$ cat config.mk
export PLATFORM = sky130hd
export DESIGN_NAME = nte_mul
export DESIGN_NICKNAME = d
export VERILOG_FILES = /design/src/rtl/nte_pkg.sv /design/src/rtl/nte_mul.sv
export SDC_FILE = /design/constraint.sdc
export NUM_CORES = 2
export LEC_CHECK = 0
export ABC_AREA = 1
export BUFFER_PORTS_ARGS = -buffer_cell sky130_fd_sc_hd__buf_4
export CAP_MARGIN = 20
export CELL_PAD_IN_SITES_DETAIL_PLACEMENT = 1
export CELL_PAD_IN_SITES_GLOBAL_PLACEMENT = 2
export CORE_AREA = 3 3 433 435
export CTS_CLUSTER_SIZE = 40
export DETAILED_ROUTE_END_ITERATION = 8
export DIE_AREA = 0 0 436 438
export GPL_TIMING_DRIVEN = 1
export PLACE_DENSITY = 0.57
export SLEW_MARGIN = 20
export SYNTH_ARGS = -nofsm -noshare
export SYNTH_HDL_FRONTEND = slang
export SYNTH_SLANG_ARGS = --single-unit
$ cat constraint.sdc
create_clock -name clk -period 14.05 [get_ports clk]
set_input_delay 2.81 -clock clk [delete_from_list [all_inputs] [get_ports clk]]
set_output_delay 2.81 -clock clk [all_outputs]
set_load 0.01 [all_outputs]
$ cat src/rtl/nte_pkg.sv
// Shared types and constants for the expression node table evaluator.
`timescale 1ns / 1ps
package nte_pkg;

	localparam int VAL_W = 64;

	typedef enum logic [4:0] {
		OP_CONST = 5'd0,
		OP_PARAM = 5'd1,
		OP_ADD   = 5'd2,
		OP_SUB   = 5'd3,
		OP_MUL   = 5'd4,
		OP_DIV   = 5'd5,
		OP_MOD   = 5'd6,
		OP_MIN   = 5'd7,
		OP_MAX   = 5'd8,
		OP_NEG   = 5'd9,
		OP_ABS   = 5'd10,
		OP_LT    = 5'd11,
		OP_LE    = 5'd12,
		OP_EQ    = 5'd13,
		OP_AND   = 5'd14,
		OP_OR    = 5'd15,
		OP_NOT   = 5'd16
	} opcode_t;

	typedef enum logic [2:0] {
		ST_OK         = 3'd0,
		ST_UNKNOWN_OP = 3'd1,
		ST_PARAM_RNG  = 3'd2,
		ST_BAD_A      = 3'd3,
		ST_BAD_B      = 3'd4,
		ST_DIV_ZERO   = 3'd5,
		ST_TABLE_FULL = 3'd6,
		ST_ABORTED    = 3'd7
	} status_t;

	typedef enum logic [2:0] {
		S_CLEAR,
		S_IDLE,
		S_EXEC,
		S_MUL,
		S_DIV
	} state_t;

	localparam logic CMD_LOAD = 1'b0;

endpackage

$ cat src/rtl/nte_mul.sv
// Sequential 64-bit wrapping multiplier built from one shared 32x32 multiplier.
`timescale 1ns / 1ps
module nte_mul
	import nte_pkg::*;
(
	input  logic             clk,
	input  logic             arst_n,
	input  logic             start,
	input  logic [VAL_W-1:0] a,
	input  logic [VAL_W-1:0] b,
	output logic [VAL_W-1:0] product,
	output logic             done
);

	logic [VAL_W-1:0] a_q, b_q, prod_q, acc_q;
	logic [1:0]       phase_q;
	logic             run_q, done_q;
	logic [31:0]      mx_a, mx_b;

	// Only the low 64 bits are kept, so the high-by-high product is never needed.
	always_comb begin
		mx_a = (phase_q == 2'd2) ? a_q[63:32] : a_q[31:0];
		mx_b = (phase_q == 2'd1) ? b_q[63:32] : b_q[31:0];
	end

	always_ff @(posedge clk or negedge arst_n) begin
		if (!arst_n) begin
			run_q   <= 1'b0;
			done_q  <= 1'b0;
			phase_q <= 2'd0;
		end else begin
			done_q <= 1'b0;
			if (start) begin
				run_q   <= 1'b1;
				phase_q <= 2'd0;
			end else if (run_q) begin
				phase_q <= phase_q + 2'd1;
				if (phase_q == 2'd3) begin
					run_q  <= 1'b0;
					done_q <= 1'b1;
				end
			end
		end
	end

	always_ff @(posedge clk) begin
		if (start) begin
			a_q <= a;
			b_q <= b;
		end else if (run_q) begin
			prod_q <= mx_a * mx_b;
			case (phase_q)
				2'd0: begin
				end
				2'd1: acc_q <= prod_q;
				default: acc_q[63:32] <= acc_q[63:32] + prod_q[31:0];
			endcase
		end
	end

	assign product = acc_q;
	assign done    = done_q;

endmodule

; After elaboration in Yosys (flattened, before gate mapping)
; Index checks and enable logic that the tools add are counted.
[totals]
register_bits = 260
in_bits = 131
elab_cells = 32
[classes]
add_sub_neg = 2
mul = 1
eq_ne = 3
mux = 11
bitwise = 2
reduce_logical = 5
[op_table]
columns = operator, n
row1 = $mul 32x32->64, 1
row2 = $mux 32, 2
row3 = $pmux 32 s2, 1
row4 = $add 32x32->32, 1
row5 = $mux 1, 6
row6 = $reduce_and 3->1, 2
row7 = $eq 2x2->1 const B, 2
row8 = $mux 2, 2
row9 = $add 2x1->2 const B, 1
row10 = $eq 2x1->1 const B, 1
row11 = $logic_not 2->1, 1
row12 = $not 1->1, 2
row13 = $reduce_and 2->1, 1
row14 = $reduce_bool 2->1, 1

; Longest topological paths before layout
[depth]
ltp_word = 4
mapped_depth = 39

; Least setup slack after synthesis
; Ideal clock, no wire load.
[synth_timing]
path_kind = input to register
from = in start
to = reg acc_q[0], in the netlist product[0] (enable)
setup_time_ps = 421
t_arrival_ps = 7383
required_time_ps = 13629
setup_slack_ps = 6246
stages = 3
path_cell_list = nor2_1 inv_1 nor2_1
[synth_between]
elab_chain_cells = 2
[synth_lines]
columns = item, line_no
row1 = start: declaration, nte_mul.sv:8  ; input logic start,
row2 = $not 1->1 (no source line), -
row3 = $reduce_and 3->1 (no source line), -
row4 = end signal: assignment, nte_mul.sv:55  ; 2'd1: acc_q <= prod_q;
row5 = end: declaration, nte_mul.sv:15  ; logic [VAL_W-1:0] a_q, b_q, prod_q, acc_q;
; Every way passes these cells.
; A chain may end at the register's enable or synchronous reset.

; Final worst setup path
[layout_timing]
from = reg phase_q[0]
to = reg prod_q[39], data pin
[layout_between]
elab_chain_cells = 3
elab_cells_between_ends = 5
classes_between = mul (1) / eq/ne (2) / mux (2)
[layout_lines]
columns = item, line_no
row1 = start: declaration, nte_mul.sv:16  ; logic [1:0] phase_q;
row2 = start signal: assignment, nte_mul.sv:37  ; phase_q <= phase_q + 2'd1;
row3 = $eq 2x2->1 or $eq 2x1->1 (tied branches), "nte_mul.sv:22, nte_mul.sv:23"
row4 = "$mux 32, on equally long branches", "nte_mul.sv:22, nte_mul.sv:23"
row5 = $mul 32x32->64 *, nte_mul.sv:51  ; prod_q <= mx_a * mx_b;
row6 = end signal: assignment, nte_mul.sv:51
row7 = end: declaration, nte_mul.sv:15
; Every way passes the cells marked *; elsewhere a longest branch is shown, timed or not.

==> impl_metrics.yaml <==
floorplanning:
  rows: 157
  initial_core_util_pct: 25.0
  die_y_um: 438
  pin_count: 196
  die_w_um: 436
  die_area_mm2: 0.191
  core_area_mm2: 0.183
routing:
  vias: 35500
  dr.pass1.iters: 7
  final_antenna_net_count: 0
  drc: 0
  wl_per_cell_um: 23.3
  drt_iter0_markers: 1717
  viasPerCell: 4.39
  drt-total-wl_um: 189000
clocking:
  cts_tree: "yes"
  clk_pin_slew_worst_paths_ns: 0.06
  cts_max_level: 2
  insertion_delay_ns: 0.65
  clock_sinks: 260
  cts_resized: 0
  ctsHoldBuffers: 0
  cts_buffers: 36
  post_cts_buffers: 0
  clockBufferDepth: 3
  cts_root_buf: "clkbuf_16"
critical_path:
  crit_start: "phase_q[0]"
  endpoint_kind: "register"
  critPathRequiredTime_ns: 14.43
  cp_max_fo: 44
  slowest_stage: "clkinv_1"
  critPathKind: "register to register"
  arrival_ns: 10.06
  start_kind: "register"
  max_stage_delay_ns: 0.65
  crit_top_cell: "fa_1"
  r2r-start: "phase_q[0]"
final_layout:
  n_fill_cell: 21800
  drive_above_1_share_pct: 8.77
  final_cell_area_mm2: 0.0514
  fin_util_pct: 28.0
  multi_input_area_mm2: 0.0319
  area_delta_synth_final_pct: 12.2
  nets: 6936
  fin_cells: 8101
  seq_area_mm2: 0.00779
global_route:
  grt_start_max_net_pins: 52
  grt_pass1_vias: 39600
  grt_use_total_pct: 19.9
  antenna_found_initial: 8
  overflow: 0
  grt_pass1_wl_um: 277000
yosys:
  synth_area_per_cell_um2: 8.39
  yosysMostFrequentCell: "inv_1"
  syn-cell-area_mm2: 0.0458
  synth_nets: 6785
  synth_ff_type: "edfxtp_1"
  ys_top_cells_by_count: "inv_1 (1359), nand2_1 (1346), fa_1 (897)"
  synth_area_leaders: "fa_1 (39%), edfxtp_1 (17%), inv_1 (11%)"
  synth_cell_type_count: 36
  yosys_warnings: 0
  yosysSeqAreaShare_pct: 17.0
  netlist_instances: 5459
  synth_edf_count: 256
  synth_top_cell_area_share_pct: 39.2
  synth-async-reset-ratio_pct: 1.54
  synth-seq-cells: 260
  yosys.area.top_type: "fa_1"
place:
  place_area_mm2: 0.0502
  portBuffers: 195
  hpwl_um: 155000
  dp_cells: 8035
  gp_congestion: 0.851
sta:
  fin_skew_ns: 0.0535
  tightest_slew_ns: 1.10
  period_needed_ns: 9.67
  slew_violations: 0
  hold_viol: 0
  tns_ns: 0
  fmax_ghz: 0.103
  setup_viol: 0
  slew_headroom_pct: 26.4
  rsz0062_at_grt: "false"
  timing.final.crit_share_pct: 68.9
run:
  drv_cap: 0
worst_hold_path:
  hold_path.class: "register to register"
  hp-start: "prod_q[29]"
status:
  status: "finished, final reports clean"
[critical path, delay by kind of cell (launching register included)]
kind	cells	cell delay [ns]
buf+inv	8	2.33
fa+ha+maj	10	4.71
flops	1	0.42
simple gates	10	1.84
compound gates	1	0.08
[stage by stage]
| step | setup slack, ns | hold slack, ns |
|---|---|---|
| detailed placement | 4.43 | 0.451 |
| finish | 4.38 | 0.466 |
| global route | 3.83 | 0.484 |
| global placement | 4.49 | 0.455 |
| CTS | 4.46 | 0.465 |
| floorplan | 6.25 | 0.431 |
[per-layer routing]
layer	wire [um]	track usage, %	vias up	part of all wire [%]
met5	0	0	-	0
met4	3720	3.93	0	2.0
met3	6030	1.73	146	3.2
met2	91300	34.0	632	48
met1	88100	27.6	18700	47
li1	-	-	16100	-
[logic make-up after synthesis]
logic type / synth area share, %
simple gates: 19.0
compound gates: 2.30
xor+xnor: 0.841
flops: 17.0
fa+ha+maj: 47.3
buf+inv: 13.5
[layout make-up]
class / instances / share of cell area [%]
flip-flops and latches: 260 / 15.1
diodes: 2 / 0.00974
multi-input cells: 3620 / 62.2
clock inverters: 26 / 0.492
clock buffers: 37 / 1.76
repair buffers: 282 / 4.14
well taps: 2464 / 6.00
inverters: 1410 / 10.3
[state kept, by name, summed over array words and instances (netlist names)]
name	count
a_q	64
b_q	64
prod_q	64
product	64
phase_q	2
done	1
run_q	1
[worst paths after layout]
| check | depth (start not counted) | to | slack [ns] |
|---|---|---|---|
| worst max register to register | 29 | prod_q[39] | 4.38 |
| max in group asynchronous | 1 | phase_q[0] | 11.87 |
| worst min-delay path | 0 | product[29] | 0.47 |
| worst min register to register | 0 | product[29] | 0.47 |
| min in group asynchronous | 1 | done | 1.99 |
| worst max-delay path | 29 | prod_q[39] | 4.38 |
[cells in the final DEF, fill, tap and decap left out, drive strengths merged]
cell type and n:
a21oi 64, and2 1, buf 282, bufinv 3
clkbuf 37, clkinv 21, clkinvlp 1, dfrtp 4
diode 2, edfxtp 256, fa 897, ha 298
inv 1411, nand2 1354, nand3 97, nand3b 5
nand4 14, nor2 712, nor3 25, nor4 3
o21ai 83, o21bai 13, or2 10, xnor2 11
xor2 33
Power is left out: the tool's default activity adds up to more than one toggle a clock period on the data nets, which glitch-free logic cannot reach.
